<file path="src/sv/assert_macros.svh">
// Assertion helpers for the RTL. Clock is clk, reset is rst_n (active low).
`ifndef ASSERT_MACROS_SVH
`define ASSERT_MACROS_SVH

// Condition that must hold at every clock edge out of reset.
`define CET_ASSERT_ALWAYS(label, cond) \
    label: assert property (@(posedge clk) disable iff (!rst_n) (cond)) \
        else $error("assertion failed");

// Condition that must hold in the cycle after the trigger.
`define CET_ASSERT_NEXT(label, trig, cond) \
    label: assert property (@(posedge clk) disable iff (!rst_n) (trig) |=> (cond)) \
        else $error("assertion failed");

`endif

</file>
<file path="src/sv/cet_pkg.sv">
// ----------------------------------------------------------------------------
// cet_pkg
// Types, constants and tables shared by the calendar elapsed time unit.
// ----------------------------------------------------------------------------
`default_nettype none

package cet_pkg;

    localparam int ACC_W   = 24;   // signed accumulator, holds day and second sums
    localparam int TERM_W  = 21;   // unsigned term magnitude (365 * year fits)
    localparam int MUL_W   = 13;   // multiplier operand width
    localparam int QUOT_W  = 7;    // quotient of a year-sized value by 100
    localparam int REM_W   = 17;   // seconds of day, below 86400
    localparam int DAYS_W  = 16;
    localparam int HOURS_W = 5;
    localparam int MINS_W  = 6;
    localparam int SECS_W  = 6;

    localparam int SECS_PER_DAY  = 86400;
    localparam int SECS_PER_HOUR = 3600;
    localparam int SECS_PER_MIN  = 60;
    localparam int DAYS_PER_YEAR = 365;
    localparam int MAX_DAYS      = 65535;
    localparam int MAX_HOUR      = 23;
    localparam int MAX_MIN       = 59;
    localparam int MAX_SEC       = 59;

    // floor(x / 100) == (x * RECIP100) >> RECIP_SHIFT, exact for x < 43690
    localparam int RECIP100    = 5243;
    localparam int RECIP_SHIFT = 19;

    typedef struct packed {
        logic [11:0] year;
        logic [3:0]  month;
        logic [4:0]  day;
        logic [4:0]  hour;
        logic [5:0]  minute;
        logic [5:0]  second;
    } stamp_t;

    typedef logic signed [ACC_W-1:0] acc_t;

    // Sequencer steps; each one makes at most one term (the floor steps only
    // record a quotient). Order matters: the sequencer walks them by increment.
    typedef enum logic [4:0] {
        STEP_IDLE,
        STEP_HOUR_NOW,
        STEP_MIN_NOW,
        STEP_SEC_NOW,
        STEP_HOUR_START,
        STEP_MIN_START,
        STEP_SEC_START,
        STEP_FLR100_NOW,
        STEP_FLR400_NOW,
        STEP_Y365_NOW,
        STEP_Q4_NOW,
        STEP_CEIL100_NOW,
        STEP_CEIL400_NOW,
        STEP_MONTH_NOW,
        STEP_DAY_NOW,
        STEP_FLR100_START,
        STEP_FLR400_START,
        STEP_Y365_START,
        STEP_Q4_START,
        STEP_CEIL100_START,
        STEP_CEIL400_START,
        STEP_MONTH_START,
        STEP_DAY_START
    } step_t;

    typedef enum logic [1:0] {
        TERM_NONE,
        TERM_ADD,
        TERM_SUB
    } term_op_t;

    typedef struct packed {
        term_op_t            op;
        logic [TERM_W-1:0]   value;
    } term_t;

    typedef enum logic [1:0] {
        ALU_HOLD,
        ALU_LOAD,
        ALU_SUM
    } alu_op_t;

    typedef enum logic [1:0] {
        ALU_SRC_TERM,
        ALU_SRC_DAY,
        ALU_SRC_HOUR,
        ALU_SRC_MIN
    } alu_src_t;

    typedef struct packed {
        alu_op_t  op;
        alu_src_t src;
        acc_t     load_val;
    } alu_ctl_t;

    typedef struct packed {
        logic acc_neg;
        logic sum_neg;
    } alu_flags_t;

    typedef enum logic [1:0] {
        STATUS_LATER = 2'd0,
        STATUS_EQUAL = 2'd1,
        STATUS_DONE  = 2'd2
    } status_t;

    // Days in a common year before month m; months outside 1..12 count as January.
    function automatic logic [8:0] month_start(input logic [3:0] m);
        logic [8:0] d;
        case (m)
            4'd2:    d = 9'd31;
            4'd3:    d = 9'd59;
            4'd4:    d = 9'd90;
            4'd5:    d = 9'd120;
            4'd6:    d = 9'd151;
            4'd7:    d = 9'd181;
            4'd8:    d = 9'd212;
            4'd9:    d = 9'd243;
            4'd10:   d = 9'd273;
            4'd11:   d = 9'd304;
            4'd12:   d = 9'd334;
            default: d = 9'd0;
        endcase
        return d;
    endfunction

endpackage

`default_nettype wire

</file>
<file path="src/sv/cet_term_gen.sv">
// ----------------------------------------------------------------------------
// cet_term_gen
// Registered term source: one constant multiply per step for hour, minute,
// year and divide-by-100 terms, plus leap year tracking for the month term.
// ----------------------------------------------------------------------------
`default_nettype none

module cet_term_gen (
    input  logic            clk,
    input  logic            rst_n,
    input  cet_pkg::step_t  step,
    input  cet_pkg::stamp_t start_stamp,
    input  cet_pkg::stamp_t now_stamp,
    output cet_pkg::term_t  term
);

    logic                          use_start;
    cet_pkg::stamp_t               st;
    logic [cet_pkg::MUL_W-1:0]     yr;
    logic [cet_pkg::MUL_W-1:0]     mul_a;
    logic [cet_pkg::MUL_W-1:0]     mul_b;
    logic [2*cet_pkg::MUL_W-1:0]   product;
    logic [cet_pkg::QUOT_W-1:0]    quot;
    logic                          use_recip;
    logic                          use_mul;
    logic [cet_pkg::TERM_W-1:0]    direct;
    cet_pkg::term_op_t             add_op;
    cet_pkg::term_op_t             sub_op;
    cet_pkg::term_op_t             op_next;
    logic [cet_pkg::TERM_W-1:0]    value_next;
    logic                          leap;
    logic                          month_late;

    logic [cet_pkg::QUOT_W-1:0]    flr100_reg;
    logic [cet_pkg::QUOT_W-1:0]    ceil100_reg;
    logic [cet_pkg::QUOT_W-1:0]    flr400_reg;
    logic [cet_pkg::QUOT_W-1:0]    ceil400_reg;
    cet_pkg::term_op_t             op_reg;
    logic [cet_pkg::TERM_W-1:0]    value_reg;

    always_comb
    begin
        case (step)
            cet_pkg::STEP_HOUR_START, cet_pkg::STEP_MIN_START, cet_pkg::STEP_SEC_START,
            cet_pkg::STEP_FLR100_START, cet_pkg::STEP_FLR400_START,
            cet_pkg::STEP_Y365_START, cet_pkg::STEP_Q4_START,
            cet_pkg::STEP_CEIL100_START, cet_pkg::STEP_CEIL400_START,
            cet_pkg::STEP_MONTH_START, cet_pkg::STEP_DAY_START:
                use_start = 1'b1;
            default:
                use_start = 1'b0;
        endcase
    end

    assign st     = use_start ? start_stamp : now_stamp;
    assign yr     = cet_pkg::MUL_W'(st.year);
    assign add_op = use_start ? cet_pkg::TERM_SUB : cet_pkg::TERM_ADD;
    assign sub_op = use_start ? cet_pkg::TERM_ADD : cet_pkg::TERM_SUB;

    // leap: divisible by 400, or by 4 and not by 100 (floor == ceil means divisible)
    assign leap       = (flr400_reg == ceil400_reg)
                     || ((st.year[1:0] == 2'b00) && (flr100_reg != ceil100_reg));
    assign month_late = (st.month > 4'd2) && (st.month <= 4'd12);

    always_comb
    begin
        mul_a     = '0;
        mul_b     = '0;
        use_recip = 1'b0;
        use_mul   = 1'b0;
        direct    = '0;
        op_next   = cet_pkg::TERM_NONE;
        case (step)
            cet_pkg::STEP_HOUR_NOW, cet_pkg::STEP_HOUR_START:
            begin
                mul_a   = cet_pkg::MUL_W'(cet_pkg::SECS_PER_HOUR);
                mul_b   = cet_pkg::MUL_W'(st.hour);
                use_mul = 1'b1;
                op_next = add_op;
            end
            cet_pkg::STEP_MIN_NOW, cet_pkg::STEP_MIN_START:
            begin
                mul_a   = cet_pkg::MUL_W'(cet_pkg::SECS_PER_MIN);
                mul_b   = cet_pkg::MUL_W'(st.minute);
                use_mul = 1'b1;
                op_next = add_op;
            end
            cet_pkg::STEP_SEC_NOW, cet_pkg::STEP_SEC_START:
            begin
                direct  = cet_pkg::TERM_W'(st.second);
                op_next = add_op;
            end
            cet_pkg::STEP_FLR100_NOW, cet_pkg::STEP_FLR100_START:
            begin
                mul_a     = cet_pkg::MUL_W'(cet_pkg::RECIP100);
                mul_b     = yr;
                use_recip = 1'b1;
            end
            cet_pkg::STEP_FLR400_NOW, cet_pkg::STEP_FLR400_START:
            begin
                mul_a     = cet_pkg::MUL_W'(cet_pkg::RECIP100);
                mul_b     = yr >> 2;
                use_recip = 1'b1;
            end
            cet_pkg::STEP_Y365_NOW, cet_pkg::STEP_Y365_START:
            begin
                mul_a   = cet_pkg::MUL_W'(cet_pkg::DAYS_PER_YEAR);
                mul_b   = yr;
                use_mul = 1'b1;
                op_next = add_op;
            end
            cet_pkg::STEP_Q4_NOW, cet_pkg::STEP_Q4_START:
            begin
                direct  = cet_pkg::TERM_W'((yr + cet_pkg::MUL_W'(3)) >> 2);
                op_next = add_op;
            end
            cet_pkg::STEP_CEIL100_NOW, cet_pkg::STEP_CEIL100_START:
            begin
                mul_a     = cet_pkg::MUL_W'(cet_pkg::RECIP100);
                mul_b     = yr + cet_pkg::MUL_W'(99);
                use_recip = 1'b1;
                op_next   = sub_op;
            end
            cet_pkg::STEP_CEIL400_NOW, cet_pkg::STEP_CEIL400_START:
            begin
                mul_a     = cet_pkg::MUL_W'(cet_pkg::RECIP100);
                mul_b     = (yr + cet_pkg::MUL_W'(399)) >> 2;
                use_recip = 1'b1;
                op_next   = add_op;
            end
            cet_pkg::STEP_MONTH_NOW, cet_pkg::STEP_MONTH_START:
            begin
                direct  = cet_pkg::TERM_W'(cet_pkg::month_start(st.month))
                        + cet_pkg::TERM_W'(month_late && leap);
                op_next = add_op;
            end
            cet_pkg::STEP_DAY_NOW, cet_pkg::STEP_DAY_START:
            begin
                direct  = cet_pkg::TERM_W'(st.day);
                op_next = add_op;
            end
            default:
            begin
                op_next = cet_pkg::TERM_NONE;
            end
        endcase
    end

    assign product = mul_a * mul_b;
    assign quot    = product[cet_pkg::RECIP_SHIFT +: cet_pkg::QUOT_W];

    always_comb
    begin
        if (use_recip)
            value_next = cet_pkg::TERM_W'(quot);
        else if (use_mul)
            value_next = product[cet_pkg::TERM_W-1:0];
        else
            value_next = direct;
    end

    always_ff @(posedge clk or negedge rst_n)
    begin
        if (!rst_n)
            op_reg <= cet_pkg::TERM_NONE;
        else
            op_reg <= op_next;
    end

    always_ff @(posedge clk)
    begin
        value_reg <= value_next;
        case (step)
            cet_pkg::STEP_FLR100_NOW, cet_pkg::STEP_FLR100_START:   flr100_reg  <= quot;
            cet_pkg::STEP_FLR400_NOW, cet_pkg::STEP_FLR400_START:   flr400_reg  <= quot;
            cet_pkg::STEP_CEIL100_NOW, cet_pkg::STEP_CEIL100_START: ceil100_reg <= quot;
            cet_pkg::STEP_CEIL400_NOW, cet_pkg::STEP_CEIL400_START: ceil400_reg <= quot;
            default: ;
        endcase
    end

    assign term.op    = op_reg;
    assign term.value = value_reg;

endmodule

`default_nettype wire

</file>
<file path="src/sv/cet_alu.sv">
// ----------------------------------------------------------------------------
// cet_alu
// Shared accumulator with one adder: term accumulation, day normalization
// of the seconds sum and trial subtraction for hours and minutes.
// ----------------------------------------------------------------------------
`default_nettype none

module cet_alu (
    input  logic                clk,
    input  logic                rst_n,
    input  cet_pkg::alu_ctl_t   ctl,
    input  cet_pkg::term_t      term,
    output cet_pkg::acc_t       acc,
    output cet_pkg::alu_flags_t flags
);

    cet_pkg::acc_t acc_reg;
    cet_pkg::acc_t acc_next;
    cet_pkg::acc_t operand;
    cet_pkg::acc_t term_ext;
    cet_pkg::acc_t sum;
    logic          acc_neg;

    assign acc_neg  = acc_reg[cet_pkg::ACC_W-1];
    assign term_ext = cet_pkg::acc_t'(term.value);

    always_comb
    begin
        case (ctl.src)
            cet_pkg::ALU_SRC_TERM:
            begin
                case (term.op)
                    cet_pkg::TERM_ADD: operand = term_ext;
                    cet_pkg::TERM_SUB: operand = -term_ext;
                    default:           operand = '0;
                endcase
            end
            // pull the seconds sum toward 0..86399
            cet_pkg::ALU_SRC_DAY:
                operand = acc_neg ?  cet_pkg::acc_t'(cet_pkg::SECS_PER_DAY)
                                  : -cet_pkg::acc_t'(cet_pkg::SECS_PER_DAY);
            cet_pkg::ALU_SRC_HOUR:
                operand = -cet_pkg::acc_t'(cet_pkg::SECS_PER_HOUR);
            cet_pkg::ALU_SRC_MIN:
                operand = -cet_pkg::acc_t'(cet_pkg::SECS_PER_MIN);
            default:
                operand = '0;
        endcase
    end

    assign sum = acc_reg + operand;

    always_comb
    begin
        case (ctl.op)
            cet_pkg::ALU_LOAD: acc_next = ctl.load_val;
            cet_pkg::ALU_SUM:  acc_next = sum;
            default:           acc_next = acc_reg;
        endcase
    end

    always_ff @(posedge clk or negedge rst_n)
    begin
        if (!rst_n)
            acc_reg <= '0;
        else
            acc_reg <= acc_next;
    end

    assign acc           = acc_reg;
    assign flags.acc_neg = acc_neg;
    assign flags.sum_neg = sum[cet_pkg::ACC_W-1];

endmodule

`default_nettype wire

</file>
<file path="src/sv/calendar_elapsed_time_unit.sv">
// ----------------------------------------------------------------------------
// calendar_elapsed_time_unit
// Elapsed days, hours, minutes and seconds between two calendar timestamps.
// ----------------------------------------------------------------------------
//  channel   handshake                   payload
//  item      item_valid / item_stall     start_* and now_* timestamp fields
//  result    result_valid / result_stall status, elapsed_days/hours/minutes/seconds
//
//  One item at a time through a single shared adder: a compare step, then for
//  an elapsed result the seconds-sum, normalize, day-sum and check steps, hour
//  and minute trial steps and an output load; when start is not earlier than
//  now the compare leads straight to the output load.
//  The output register lets a new item start while a result waits under
//  result_stall; the next result then holds in its output step until it frees.
//  Reset clears the sequencer and result_valid.
// ----------------------------------------------------------------------------
`default_nettype none

module calendar_elapsed_time_unit (
    input  logic        clk,
    input  logic        rst_n,

    input  logic        item_valid,
    output logic        item_stall,
    input  logic [11:0] start_year,
    input  logic [3:0]  start_month,
    input  logic [4:0]  start_day,
    input  logic [4:0]  start_hour,
    input  logic [5:0]  start_minute,
    input  logic [5:0]  start_second,
    input  logic [11:0] now_year,
    input  logic [3:0]  now_month,
    input  logic [4:0]  now_day,
    input  logic [4:0]  now_hour,
    input  logic [5:0]  now_minute,
    input  logic [5:0]  now_second,

    output logic        result_valid,
    input  logic        result_stall,
    output logic [1:0]  status,
    output logic [15:0] elapsed_days,
    output logic [4:0]  elapsed_hours,
    output logic [5:0]  elapsed_minutes,
    output logic [5:0]  elapsed_seconds
);

`include "assert_macros.svh"

    typedef enum logic [3:0] {
        S_IDLE,
        S_CMP,
        S_SEC,
        S_SEC_END,
        S_NORM,
        S_DAY,
        S_DAY_END,
        S_CHK,
        S_HRS,
        S_MINS,
        S_FIN
    } state_t;

    state_t                         state_reg;
    cet_pkg::step_t                 step_reg;
    cet_pkg::stamp_t                start_reg;
    cet_pkg::stamp_t                now_reg;
    logic signed [2:0]              k_reg;       // whole days carried out of the seconds sum
    logic [cet_pkg::REM_W-1:0]      rem_reg;

    cet_pkg::status_t               res_status_reg;
    logic [cet_pkg::DAYS_W-1:0]     res_days_reg;
    logic [cet_pkg::HOURS_W-1:0]    res_hours_reg;
    logic [cet_pkg::MINS_W-1:0]     res_mins_reg;
    logic [cet_pkg::SECS_W-1:0]     res_secs_reg;

    logic                           out_valid_reg;
    cet_pkg::status_t               out_status_reg;
    logic [cet_pkg::DAYS_W-1:0]     out_days_reg;
    logic [cet_pkg::HOURS_W-1:0]    out_hours_reg;
    logic [cet_pkg::MINS_W-1:0]     out_mins_reg;
    logic [cet_pkg::SECS_W-1:0]     out_secs_reg;

    cet_pkg::term_t                 term;
    cet_pkg::alu_ctl_t              alu_ctl;
    cet_pkg::acc_t                  acc;
    cet_pkg::alu_flags_t            flags;
    logic                           norm_step;
    logic                           trial_ok;
    logic                           days_over;
    logic                           out_free;

    cet_term_gen u_term_gen (
        .clk         (clk),
        .rst_n       (rst_n),
        .step        (step_reg),
        .start_stamp (start_reg),
        .now_stamp   (now_reg),
        .term        (term)
    );

    cet_alu u_alu (
        .clk   (clk),
        .rst_n (rst_n),
        .ctl   (alu_ctl),
        .term  (term),
        .acc   (acc),
        .flags (flags)
    );

    assign norm_step = flags.acc_neg || !flags.sum_neg;
    assign trial_ok  = !flags.sum_neg;
    assign days_over = !flags.acc_neg && (acc[cet_pkg::ACC_W-2:cet_pkg::DAYS_W] != '0);
    assign out_free  = !out_valid_reg || !result_stall;

    always_comb
    begin
        alu_ctl.op       = cet_pkg::ALU_HOLD;
        alu_ctl.src      = cet_pkg::ALU_SRC_TERM;
        alu_ctl.load_val = '0;
        case (state_reg)
            S_CMP:
                alu_ctl.op = cet_pkg::ALU_LOAD;
            S_SEC, S_SEC_END, S_DAY, S_DAY_END:
                alu_ctl.op = cet_pkg::ALU_SUM;
            S_NORM:
            begin
                alu_ctl.src = cet_pkg::ALU_SRC_DAY;
                if (norm_step)
                    alu_ctl.op = cet_pkg::ALU_SUM;
                else
                begin
                    // seconds settled: day sum starts from the carry
                    alu_ctl.op       = cet_pkg::ALU_LOAD;
                    alu_ctl.load_val = cet_pkg::acc_t'(k_reg);
                end
            end
            S_CHK:
            begin
                alu_ctl.op       = cet_pkg::ALU_LOAD;
                alu_ctl.load_val = cet_pkg::acc_t'(rem_reg);
            end
            S_HRS:
            begin
                alu_ctl.src = cet_pkg::ALU_SRC_HOUR;
                if (trial_ok)
                    alu_ctl.op = cet_pkg::ALU_SUM;
            end
            S_MINS:
            begin
                alu_ctl.src = cet_pkg::ALU_SRC_MIN;
                if (trial_ok)
                    alu_ctl.op = cet_pkg::ALU_SUM;
            end
            default:
                alu_ctl.op = cet_pkg::ALU_HOLD;
        endcase
    end

    always_ff @(posedge clk or negedge rst_n)
    begin
        if (!rst_n)
        begin
            state_reg     <= S_IDLE;
            step_reg      <= cet_pkg::STEP_IDLE;
            k_reg         <= '0;
            out_valid_reg <= 1'b0;
        end
        else
        begin
            if (state_reg == S_FIN && out_free)
                out_valid_reg <= 1'b1;
            else if (!result_stall)
                out_valid_reg <= 1'b0;

            case (state_reg)
                S_IDLE:
                begin
                    if (item_valid)
                    begin
                        start_reg <= '{start_year, start_month, start_day,
                                       start_hour, start_minute, start_second};
                        now_reg   <= '{now_year, now_month, now_day,
                                       now_hour, now_minute, now_second};
                        state_reg <= S_CMP;
                    end
                end
                S_CMP:
                begin
                    res_days_reg  <= '0;
                    res_hours_reg <= '0;
                    res_mins_reg  <= '0;
                    res_secs_reg  <= '0;
                    k_reg         <= '0;
                    // packed stamps compare year first, second last
                    if (start_reg > now_reg)
                    begin
                        res_status_reg <= cet_pkg::STATUS_LATER;
                        state_reg      <= S_FIN;
                    end
                    else if (start_reg == now_reg)
                    begin
                        res_status_reg <= cet_pkg::STATUS_EQUAL;
                        state_reg      <= S_FIN;
                    end
                    else
                    begin
                        res_status_reg <= cet_pkg::STATUS_DONE;
                        step_reg       <= cet_pkg::STEP_HOUR_NOW;
                        state_reg      <= S_SEC;
                    end
                end
                S_SEC:
                begin
                    if (step_reg == cet_pkg::STEP_SEC_START)
                    begin
                        step_reg  <= cet_pkg::STEP_IDLE;
                        state_reg <= S_SEC_END;
                    end
                    else
                        step_reg <= cet_pkg::step_t'(step_reg + 5'd1);
                end
                S_SEC_END:
                    state_reg <= S_NORM;
                S_NORM:
                begin
                    if (flags.acc_neg)
                        k_reg <= k_reg - 3'sd1;
                    else if (!flags.sum_neg)
                        k_reg <= k_reg + 3'sd1;
                    else
                    begin
                        rem_reg   <= acc[cet_pkg::REM_W-1:0];
                        step_reg  <= cet_pkg::STEP_FLR100_NOW;
                        state_reg <= S_DAY;
                    end
                end
                S_DAY:
                begin
                    if (step_reg == cet_pkg::STEP_DAY_START)
                    begin
                        step_reg  <= cet_pkg::STEP_IDLE;
                        state_reg <= S_DAY_END;
                    end
                    else
                        step_reg <= cet_pkg::step_t'(step_reg + 5'd1);
                end
                S_DAY_END:
                    state_reg <= S_CHK;
                S_CHK:
                begin
                    if (flags.acc_neg)
                        state_reg <= S_FIN;
                    else if (days_over)
                    begin
                        res_days_reg  <= cet_pkg::DAYS_W'(cet_pkg::MAX_DAYS);
                        res_hours_reg <= cet_pkg::HOURS_W'(cet_pkg::MAX_HOUR);
                        res_mins_reg  <= cet_pkg::MINS_W'(cet_pkg::MAX_MIN);
                        res_secs_reg  <= cet_pkg::SECS_W'(cet_pkg::MAX_SEC);
                        state_reg     <= S_FIN;
                    end
                    else
                    begin
                        res_days_reg <= acc[cet_pkg::DAYS_W-1:0];
                        state_reg    <= S_HRS;
                    end
                end
                S_HRS:
                begin
                    if (trial_ok)
                        res_hours_reg <= res_hours_reg + cet_pkg::HOURS_W'(1);
                    else
                        state_reg <= S_MINS;
                end
                S_MINS:
                begin
                    if (trial_ok)
                        res_mins_reg <= res_mins_reg + cet_pkg::MINS_W'(1);
                    else
                    begin
                        res_secs_reg <= acc[cet_pkg::SECS_W-1:0];
                        state_reg    <= S_FIN;
                    end
                end
                S_FIN:
                begin
                    if (out_free)
                    begin
                        out_status_reg <= res_status_reg;
                        out_days_reg   <= res_days_reg;
                        out_hours_reg  <= res_hours_reg;
                        out_mins_reg   <= res_mins_reg;
                        out_secs_reg   <= res_secs_reg;
                        state_reg      <= S_IDLE;
                    end
                end
                default:
                    state_reg <= S_IDLE;
            endcase
        end
    end

    assign item_stall      = (state_reg != S_IDLE);
    assign result_valid    = out_valid_reg;
    assign status          = out_status_reg;
    assign elapsed_days    = out_days_reg;
    assign elapsed_hours   = out_hours_reg;
    assign elapsed_minutes = out_mins_reg;
    assign elapsed_seconds = out_secs_reg;

    `CET_ASSERT_NEXT(a_busy_after_accept, item_valid && !item_stall, item_stall)
    `CET_ASSERT_ALWAYS(a_zero_unless_done, !out_valid_reg || out_status_reg == cet_pkg::STATUS_DONE || (out_days_reg == '0 && out_hours_reg == '0 && out_mins_reg == '0 && out_secs_reg == '0))
    `CET_ASSERT_ALWAYS(a_time_in_range, !out_valid_reg || (out_hours_reg <= cet_pkg::HOURS_W'(cet_pkg::MAX_HOUR) && out_mins_reg <= cet_pkg::MINS_W'(cet_pkg::MAX_MIN) && out_secs_reg <= cet_pkg::SECS_W'(cet_pkg::MAX_SEC)))
    `CET_ASSERT_ALWAYS(a_carry_range, k_reg >= -3'sd2 && k_reg <= 3'sd1)

endmodule

`default_nettype wire
</file>
<file path="config.mk">
export PLATFORM = sky130hd
export DESIGN_NAME = calendar_elapsed_time_unit
export DESIGN_NICKNAME = d
export VERILOG_FILES = /design/src/sv/cet_pkg.sv /design/src/sv/cet_term_gen.sv /design/src/sv/cet_alu.sv /design/src/sv/calendar_elapsed_time_unit.sv
export VERILOG_INCLUDE_DIRS = /design/src /design/src/sv
export SDC_FILE = /design/constraint.sdc
export NUM_CORES = 1
export LEC_CHECK = 0
export ABC_AREA = 1
export BUFFER_PORTS_ARGS = -buffer_cell sky130_fd_sc_hd__buf_4
export CORE_ASPECT_RATIO = 0.9
export CORE_MARGIN = 2
export CORE_UTILIZATION = 45
export DETAILED_ROUTE_END_ITERATION = 7
export PLACE_DENSITY = 0.72
export SLEW_MARGIN = 20
export SYNTH_ARGS = -nofsm -noshare
export SYNTH_HDL_FRONTEND = slang
export SYNTH_SLANG_ARGS = --single-unit
</file>
<file path="constraint.sdc">
create_clock -name clk -period 13.3 [get_ports clk]
set_input_delay 0.665 -clock clk [delete_from_list [all_inputs] [get_ports clk]]
set_output_delay 0.665 -clock clk [all_outputs]
set_load 0.1 [all_outputs]
</file>
==> results.json, run 1 <==
{
  "synth_nets": 2696,
  "clock_latency_ps": 560,
  "via_per_inst": 5.36,
  "finalWirelength_mm": 52.1,
  "die_w_um": 227,
  "area_delta_synth_final_pct": 11.9,
  "yosys_most_used_dff": "edfxtp_1",
  "finalSetupTns_ps": 0,
  "synth_top_cell_area_share_pct": 28.5,
  "p_leak_nw": 10.7,
  "hold_class": "input port to asynchronous set/reset pin",
  "finalCritPeriodShare_pct": 61.1,
  "hold_buffers": 0,
  "synthArstFlopShare_pct": 15.5,
  "cts_sinks": 251,
  "fp-row-count": 73,
  "drive_gt1_share_pct": 12.4,
  "avgSynthCellArea_um2": 8.61,
  "outcome": "finished clean",
  "dr.pass1.iters": 7,
  "crit_fanout": 55,
  "max-clock-path-buffers": 3,
  "period_minus_slack_ps": 8120,
  "synth_cells": 2338,
  "post-cts-setup-buffers": 0,
  "yosysSeqAreaShare_pct": 35.4,
  "critPathLaunchType": "register",
  "cts_tree": "done",
  "hold-worst-slack_ps": 79.9,
  "die_area_um2": 46400,
  "end_kind": "register",
  "p_per_area_nw_per_um2": 186,
  "antenna_found_initial": 0,
  "finClkSkew_ps": 20.7,
  "netlist_area_um2": 20100,
  "place_hpwl_mm": 42.3,
  "grt.total_usage_pct": 22.8,
  "yosysTopAreaCell": "edfxtp_1",
  "grt_pass1_vias": 16195,
  "grt_pass1_wl_mm": 84.7,
  "gr-total-overflow": 0,
  "pin_count": 117,
  "rsz0062_at_grt": "no",
  "hold_violations": 0,
  "cts_resized": 0,
  "synth_edf_count": 191,
  "cts_made_buffers": 26,
  "synth_warnings": 0,
  "io_buffer_count": 116,
  "first_iter_violations": 1278,
  "cts.clk_slew.worst_paths_ps": 60,
  "slowest_stage": "dfrtp_1",
  "place_congestion": 0.971,
  "diodes": 0,
  "wl_per_cell_um": 17.0,
  "htreeDepth": 1,
  "coreArea_um2": 44100,
  "reg2reg_depth": 34,
  "antenna_left": 0,
  "worstPathRequired_ps": 13770,
  "via_count": 16463,
  "total_power_mw": 4.20,
  "fp.dieH_um": 205,
  "cp_slowest_stage_delay_ps": 640,
  "cts_root_buffer": "clkbuf_16",
  "nets": 2811,
  "ys_top_cells_by_area": "edfxtp_1 29%, fa_1 11%, ha_1 10%",
  "crit_type": "register to register",
  "finalSetupViolCount": 0,
  "drv_slew": 0,
  "drcViolationCount": 0,
  "slew_headroom_pct": 29.1,
  "synth_seq_cells": 251,
  "grt_max_degree": 77,
  "cp.arrival_ps": 8590,
  "ir_worst_vdd_mv": 0.176,
  "initial_core_util_pct": 45.6,
  "yosysUniqueCellTypes": 67,
  "drv_cap": 0,
  "max_freq_ghz": 0.123,
  "tightest_slew_ps": 1060
}
final cells by class:
class | count | area [µm²]
fillers | 4075 | 21600
multi-input cells | 1598 | 11100
flip-flops and latches | 251 | 7130
inverters | 450 | 1690
repair buffers | 126 | 946
well taps | 600 | 751
clock buffers | 32 | 683
clock inverters | 16 | 199
worst paths after layout:
check	startpoint	to	slack (ps)
worst max-delay path	step_reg[2]$_DFFE_PN0P_	u_term_gen.value_reg[5]$_DFF_P_	5180
worst min-delay path	rst_n	result_valid$_DFFE_PN0P_	80
worst max register to register	step_reg[2]$_DFFE_PN0P_	u_term_gen.value_reg[5]$_DFF_P_	5180
worst min register to register	res_secs_reg[2]$_DFFE_PP_	elapsed_seconds[2]$_DFFE_PP_	420
max in group asynchronous	rst_n	u_alu.acc[16]$_DFFE_PN0P_	12790
min in group clk	now_year[3]	now_reg[29]$_DFFE_PP_	280
cell usage after synthesis (all sizes together) (7+ instances only):
| cell type | n |
|---|---|
| nor2 | 177 |
| and2 | 8 |
| a21o | 7 |
| xnor2 | 15 |
| dfxtp | 21 |
| xor2 | 24 |
| buf | 16 |
| a31oi | 20 |
| edfxtp | 191 |
| nand4 | 32 |
| fa | 110 |
| nand3 | 137 |
| inv | 447 |
| o22ai | 8 |
| o21ai | 142 |
| a21oi | 173 |
| nor3 | 26 |
| nand2 | 442 |
| clkbuf | 23 |
| nand3b | 12 |
| o21a | 7 |
| o211ai | 11 |
| dfrtp | 39 |
| nor4 | 11 |
| ha | 168 |
| or2 | 19 |
routing by layer:
metal / routed length (µm) / track usage (%)
met5: 0 / 0
met2: 24200 / 38.6
met4: 1220 / 5.17
met3: 3560 / 2.80
met1: 23200 / 31.3
metrics by stage:
step                setup WS (ps)  cells  util (%)  instance area, µm²
floorplan                    6240   2338         -               20100
global placement             5560   3025      49.0               21600
detailed placement           5310   3025      49.0               21600
CTS                          5240   3073      51.0               22500
global route                 4550   3073      51.0               22500
finish                       5180   3073      51.0               22500
layout by cell type (no fill, tap or decap), drive strengths merged, types with 3 or more instances in the layout:
master     n
a2111oi    5
a211oi     5
a21boi     4
a21o       7
a21oi    173
a221oi     5
a22oi      5
a31oi     20
and2       8
and3       3
buf      126
bufinv     4
clkbuf    32
clkinv    15
dfrtp     39
dfxtp     21
edfxtp   191
fa       110
ha       168
inv      447
nand2    442
nand3    137
nand3b    12
nand4     32
nor2     177
nor3      26
nor4      11
o211ai    11
o21a       7
o21ai    142
o21bai     5
o221ai     3
o22ai      8
o31ai      4
o41ai      3
or2       19
xnor2     15
xor2      24
logic make-up (layout without fill, tap and decap cells):
group                      Yosys count  after routing  share of synthesized area, %
and+or+nand+nor                    867            867                          20.1
buffers and inverters              489            624                          9.39
other                                2              2                        0.0373
xor gates and xnor gates            39             39                          1.70
AOI/OAI and AO/OA                  412            412                          12.0
adders and majority gates          278            278                          21.4
DFF                                251            251                          35.4
power by group:
part / switching, mW / internal [mW] / total [mW]
combinational: 1.58 / 0.759 / 2.34
clock: 0.313 / 0.444 / 0.758
sequential: 0.0928 / 1.01 / 1.10
total: 1.99 / 2.21 / 4.20
worst max-delay path, delay by kind of cell, from the launching register on:
family | cells | cell delay (ps)
buffers and inverters | 6 | 430
AND/OR/NAND/NOR | 16 | 2290
XOR/XNOR | 1 | 310
AO/OA/AOI/OAI | 4 | 950
flip-flops | 1 | 640
adder cells (fa/ha/maj) | 7 | 3360
Note: power is estimated with default switching activity, not from simulation.
==> inputs of run 2 (changes only) <==
Settings changed: PLACE_DENSITY 0.72 to 0.74.
Clock period 13.3 ns to 7 ns, I/O delays scaled along.
==> results.json, run 2 (synthesis results as in run 1) <==
{
  "outcome": "finished clean",
  "end_kind": "register",
  "pin_count": 117,
  "cts_made_buffers": 26,
  "drv_cap": 0,
  "ir_worst_vdd_mv": 0.247,
  "area_delta_synth_final_pct": 26.9,
  "initial_core_util_pct": 45.6,
  "die_area_um2": 46400,
  "place_congestion": 1.01,
  "period_minus_slack_ps": 6760,
  "critPathLaunchType": "register",
  "clock_latency_ps": 560,
  "gr-total-overflow": 0,
  "final_cell_mix": "398 x inv_1, 385 x nand2_1, 301 x buf_4",
  "reg2reg_from": "step_reg[0]$_DFFE_PN0P_",
  "post-place-ws_ps": -180,
  "hold_violations": 0,
  "cts_root_buffer": "clkbuf_16",
  "grt_pass1_wl_mm": 89.3,
  "max-clock-path-buffers": 3,
  "place_area_um2": 22900,
  "cts_tree": "done",
  "drv_slew": 0,
  "reg2reg_depth": 34,
  "crit_end": "u_term_gen.value_reg[1]$_DFF_P_",
  "cp.arrival_ps": 7230,
  "p_leak_nw": 12.2,
  "crit_fanout": 16,
  "via_count": 17764,
  "htreeDepth": 1,
  "hold-worst-slack_ps": 97.6,
  "finClkSkew_ps": 22.7,
  "cts_sinks": 251,
  "fp.dieH_um": 205,
  "first_iter_violations": 1291,
  "final_area_um2": 25500,
  "place_hpwl_mm": 44.4,
  "dr.pass1.iters": 6,
  "max_freq_ghz": 0.148,
  "coreArea_um2": 44100,
  "worstPathRequired_ps": 7470,
  "fill_cells": 3710,
  "slowest_stage": "fa_1",
  "antenna_found_initial": 0,
  "via_per_inst": 5.32,
  "grt_pass1_vias": 17371,
  "grt_max_degree": 77,
  "reg2reg_setup_slack_ps": 240,
  "rr_endpoint": "u_term_gen.value_reg[1]$_DFF_P_",
  "antenna_left": 0,
  "tightest_slew_ps": 1030,
  "final_common_cell": "inv_1",
  "cpMostUsedCell": "inv_1",
  "p_per_area_nw_per_um2": 339,
  "drcViolationCount": 0,
  "slew_headroom_pct": 31.5,
  "fp-row-count": 73,
  "setup_ws_ps": 236,
  "grt.total_usage_pct": 24.4,
  "wl_per_cell_um": 17.3,
  "cp_slowest_stage_delay_ps": 540,
  "crit_type": "register to register",
  "finalCritPeriodShare_pct": 96.6,
  "drive_gt1_share_pct": 22.7,
  "hold_class": "input port to register",
  "finalSetupViolCount": 0,
  "crit_path_start": "step_reg[0]$_DFFE_PN0P_",
  "finalWirelength_mm": 57.9,
  "nets": 3079,
  "die_w_um": 227,
  "diodes": 0,
  "io_buffer_count": 116,
  "cts.clk_slew.worst_paths_ps": 60
}
## run 2: cell count changes in the layout (fill, tap and decap cells not counted), sizes merged
cell	delta
clkbuf	+1
buf	+190
clkinvlp	+2
dlygate4sd3	+77
inv	+2
nand2	+1
bufinv	-3
clkinv	-2
## run 2: worst min path at each step
| stage | startpoint | endpoint | slack [ps] | cells after the start |
|---|---|---|---|---|
| 2_1_floorplan | rst_n | k_reg[0]$_DFFE_PN0P_ | 50 | 0 |
| 3_3_place_gp | rst_n | result_valid$_DFFE_PN0P_ | 370 | 1 |
| 3_5_place_dp | rst_n | result_valid$_DFFE_PN0P_ | 380 | 1 |
| 4_1_cts | result_stall | result_valid$_DFFE_PN0P_ | 60 | 3 |
| 5_1_grt | result_stall | result_valid$_DFFE_PN0P_ | 80 | 3 |
| 6_report | result_stall | result_valid$_DFFE_PN0P_ | 100 | 3 |
## run 2: critical path, delay by kind of cell (launching register included)
kind            cells  cell delay, ps
simple gates        6             900
flops               1             460
buf+inv            13            1340
fa+ha+maj           8            2900
compound gates      6             910
xor+xnor            1             160
## run 2: routing by layer
layer	wire [µm]	GRT usage, %	share of wire (%)
met4	1750	6.53	3.0
met3	4280	3.93	7.4
met1	24700	32.5	43
met5	0	0	0
met2	27200	41.0	47
## run 2: report_power, final
| part | internal, mW | total [mW] | switching (mW) |
|---|---|---|---|
| registers | 1.91 | 2.10 | 0.186 |
| clock network | 0.729 | 1.32 | 0.589 |
| logic | 1.97 | 5.24 | 3.27 |
| total | 4.61 | 8.66 | 4.05 |
## run 2: repair_timing
action                     4_1_cts  5_1_grt
hold buffers                    77        0
gates cloned                     0        1
buffers inserted                 0       30
setup endpoints to repair       28       44
resized for setup               18      181
pin swaps                        0       83
hold endpoints to repair       115        0
## run 2: stage by stage
stage | util (%) | std cells | power, mW | TNS, ps
floorplan | - | 2338 | 5.38 | 0
global placement | 51.9 | 3185 | 6.75 | -152
detailed placement | 51.9 | 3185 | 6.85 | -1960
CTS | 55.6 | 3310 | 8.26 | 0
global route | 57.9 | 3341 | 9.38 | -233
finish | 57.9 | 3341 | 8.66 | 0
## run 2: cell type report
class                   instances  area [µm²]  area share (%)
flip-flops and latches        251        7140            27.9
well taps                     600         751            2.94
clock inverters                15         125           0.490
inverters                     450        1690            6.63
clock buffers                  33         677            2.65
repair buffers                393        3230            12.6
multi-input cells            1599       11900            46.7
==> inputs of run 3 (changes only) <==
Settings changed: RECOVER_POWER set to 100.
==> results.json, run 3 (synthesis results as in run 1) <==
{
  "end_kind": "register",
  "p_leak_nw": 12.0,
  "nets": 3079,
  "finClkSkew_ps": 23.9,
  "grt_pass1_vias": 17371,
  "slew_headroom_pct": -62.9,
  "cpMostUsedCell": "inv_1",
  "initial_core_util_pct": 45.6,
  "pin_count": 117,
  "swShare_pct": 46.8,
  "final_common_cell": "inv_1",
  "dr.pass1.iters": 5,
  "setup_ws_ps": 249,
  "fill_cells": 3756,
  "p_comb_share_pct": 60.5,
  "antenna_found_initial": 0,
  "htreeDepth": 1,
  "wl_per_cell_um": 17.3,
  "max_freq_ghz": 0.148,
  "grt_max_degree": 77,
  "cts_root_buffer": "clkbuf_16",
  "total_power_mw": 8.65,
  "finalWirelength_mm": 57.8,
  "finalCritPeriodShare_pct": 96.4,
  "final_cell_mix": "398 x inv_1, 386 x nand2_1, 191 x edfxtp_1",
  "via_count": 17767,
  "area_delta_synth_final_pct": 26.2,
  "place_congestion": 1.01,
  "coreArea_um2": 44100,
  "power.switching_mw": 4.05,
  "drv_cap": 1,
  "seqPwrFrac_pct": 24.3,
  "tightest_slew_ps": 2440,
  "cp.arrival_ps": 7220,
  "fp-row-count": 73,
  "critPathLaunchType": "register",
  "clock_latency_ps": 560,
  "crit_fanout": 16,
  "drive_gt1_share_pct": 21.2,
  "post-place-ws_ps": -180,
  "power.internal_mw": 4.60,
  "cts_tree": "done",
  "period_minus_slack_ps": 6750,
  "diodes": 0,
  "cts.clk_slew.worst_paths_ps": 60,
  "worstPathRequired_ps": 7470,
  "place_hpwl_mm": 44.4,
  "die_w_um": 227,
  "violations": "capacitance limit, slew limit",
  "antenna_left": 0,
  "grt.total_usage_pct": 24.4,
  "via_per_inst": 5.32,
  "grt_pass1_wl_mm": 89.3,
  "post-place-cells": 3185,
  "cts_sinks": 251,
  "io_buffer_count": 116,
  "slowest_stage": "fa_1",
  "gr-total-overflow": 0,
  "first_iter_violations": 1403,
  "crit_type": "register to register",
  "clkPwrFrac_pct": 15.2,
  "drv_slew": 41,
  "die_area_um2": 46400,
  "cp_slowest_stage_delay_ps": 540,
  "outcome": "finished, violations left",
  "max-clock-path-buffers": 3,
  "hold_violations": 0,
  "hold_class": "input port to register",
  "p_per_area_nw_per_um2": 341,
  "cts_made_buffers": 26,
  "utilization_pct": 57.6,
  "finalSetupViolCount": 0,
  "instances_no_fill": 3341,
  "drcViolationCount": 0,
  "ir_worst_vdd_mv": 0.250,
  "fp.dieH_um": 205
}
[run 3: changes by cell type in the layout (fill, tap and decap cells not counted)]
cell      delta
nand2_2      -1
clkbuf_1    +39
nand2_1      +1
buf_4      -114
clkbuf_4    +75
[run 3: per-layer routing]
metal / GRT usage [%] / part of all wire, %
met1: 32.5 / 43
met2: 41.0 / 47
met3: 3.93 / 7.1
met4: 6.53 / 2.8
met5: 0 / 0
[run 3: final timing paths]
check,slack [ps],depth (start not counted),start,end
max,250,34,step_reg[1]$_DFFE_PN0P_,u_term_gen.value_reg[1]$_DFF_P_
min,100,3,result_stall,result_valid$_DFFE_PN0P_
max reg2reg,250,34,step_reg[1]$_DFFE_PN0P_,u_term_gen.value_reg[1]$_DFF_P_
min reg2reg,410,0,res_status_reg[1]$_SDFFCE_PN0P_,status[1]$_DFFE_PP_
max in group asynchronous,4320,2,rst_n,step_reg[0]$_DFFE_PN0P_
min in group asynchronous,1090,2,rst_n,result_valid$_DFFE_PN0P_
[run 3: power groups by stage]
stage                     Combinational (mW)  Sequential [mW]  Clock (mW)
after global routing                    5.85             2.12        1.40
after floorplan                         3.27             2.11           0
after global placement                  4.64             2.11           0
final                                   5.23             2.10        1.32
after detailed placement                4.73             2.12           0
after CTS                               4.84             2.09        1.33
[run 3: worst max-delay path, delay by kind of cell, from the launching register on]
kind | cells | cell delay (ps)
buffers and inverters | 13 | 1330
AOI/OAI and AO/OA | 6 | 900
xor gates and xnor gates | 1 | 160
and+or+nand+nor | 6 | 890
adders and majority gates | 8 | 2890
DFF | 1 | 460
[run 3: final cells by class]
class                   instances  area (µm²)  share of cell area, %
flip-flops and latches        251        7140                   28.1
well taps                     600         751                   2.96
inverters                     450        1690                   6.67
repair buffers                393        3080                   12.1
clock inverters                15         125                  0.493
multi-input cells            1599       11900                   47.0
clock buffers                  33         677                   2.67
[run 3: through the flow]
step,hold WS (ps),cell area [µm²],TNS [ps]
after floorplan,54.4,20100,0
after global placement,370,22900,-152
after detailed placement,376,22900,-1960
after CTS,62.1,24500,0
after global routing,82.4,25400,-233
final,96.9,25400,0
[run 3: what timing repair did]
action,CTS,global route
endpoints found under the setup margin,28,44
pin swaps,0,83
gates resized for setup,18,181
hold buffers,77,0
buffers inserted,0,30
gates cloned,0,1
endpoints found under the hold margin,115,0
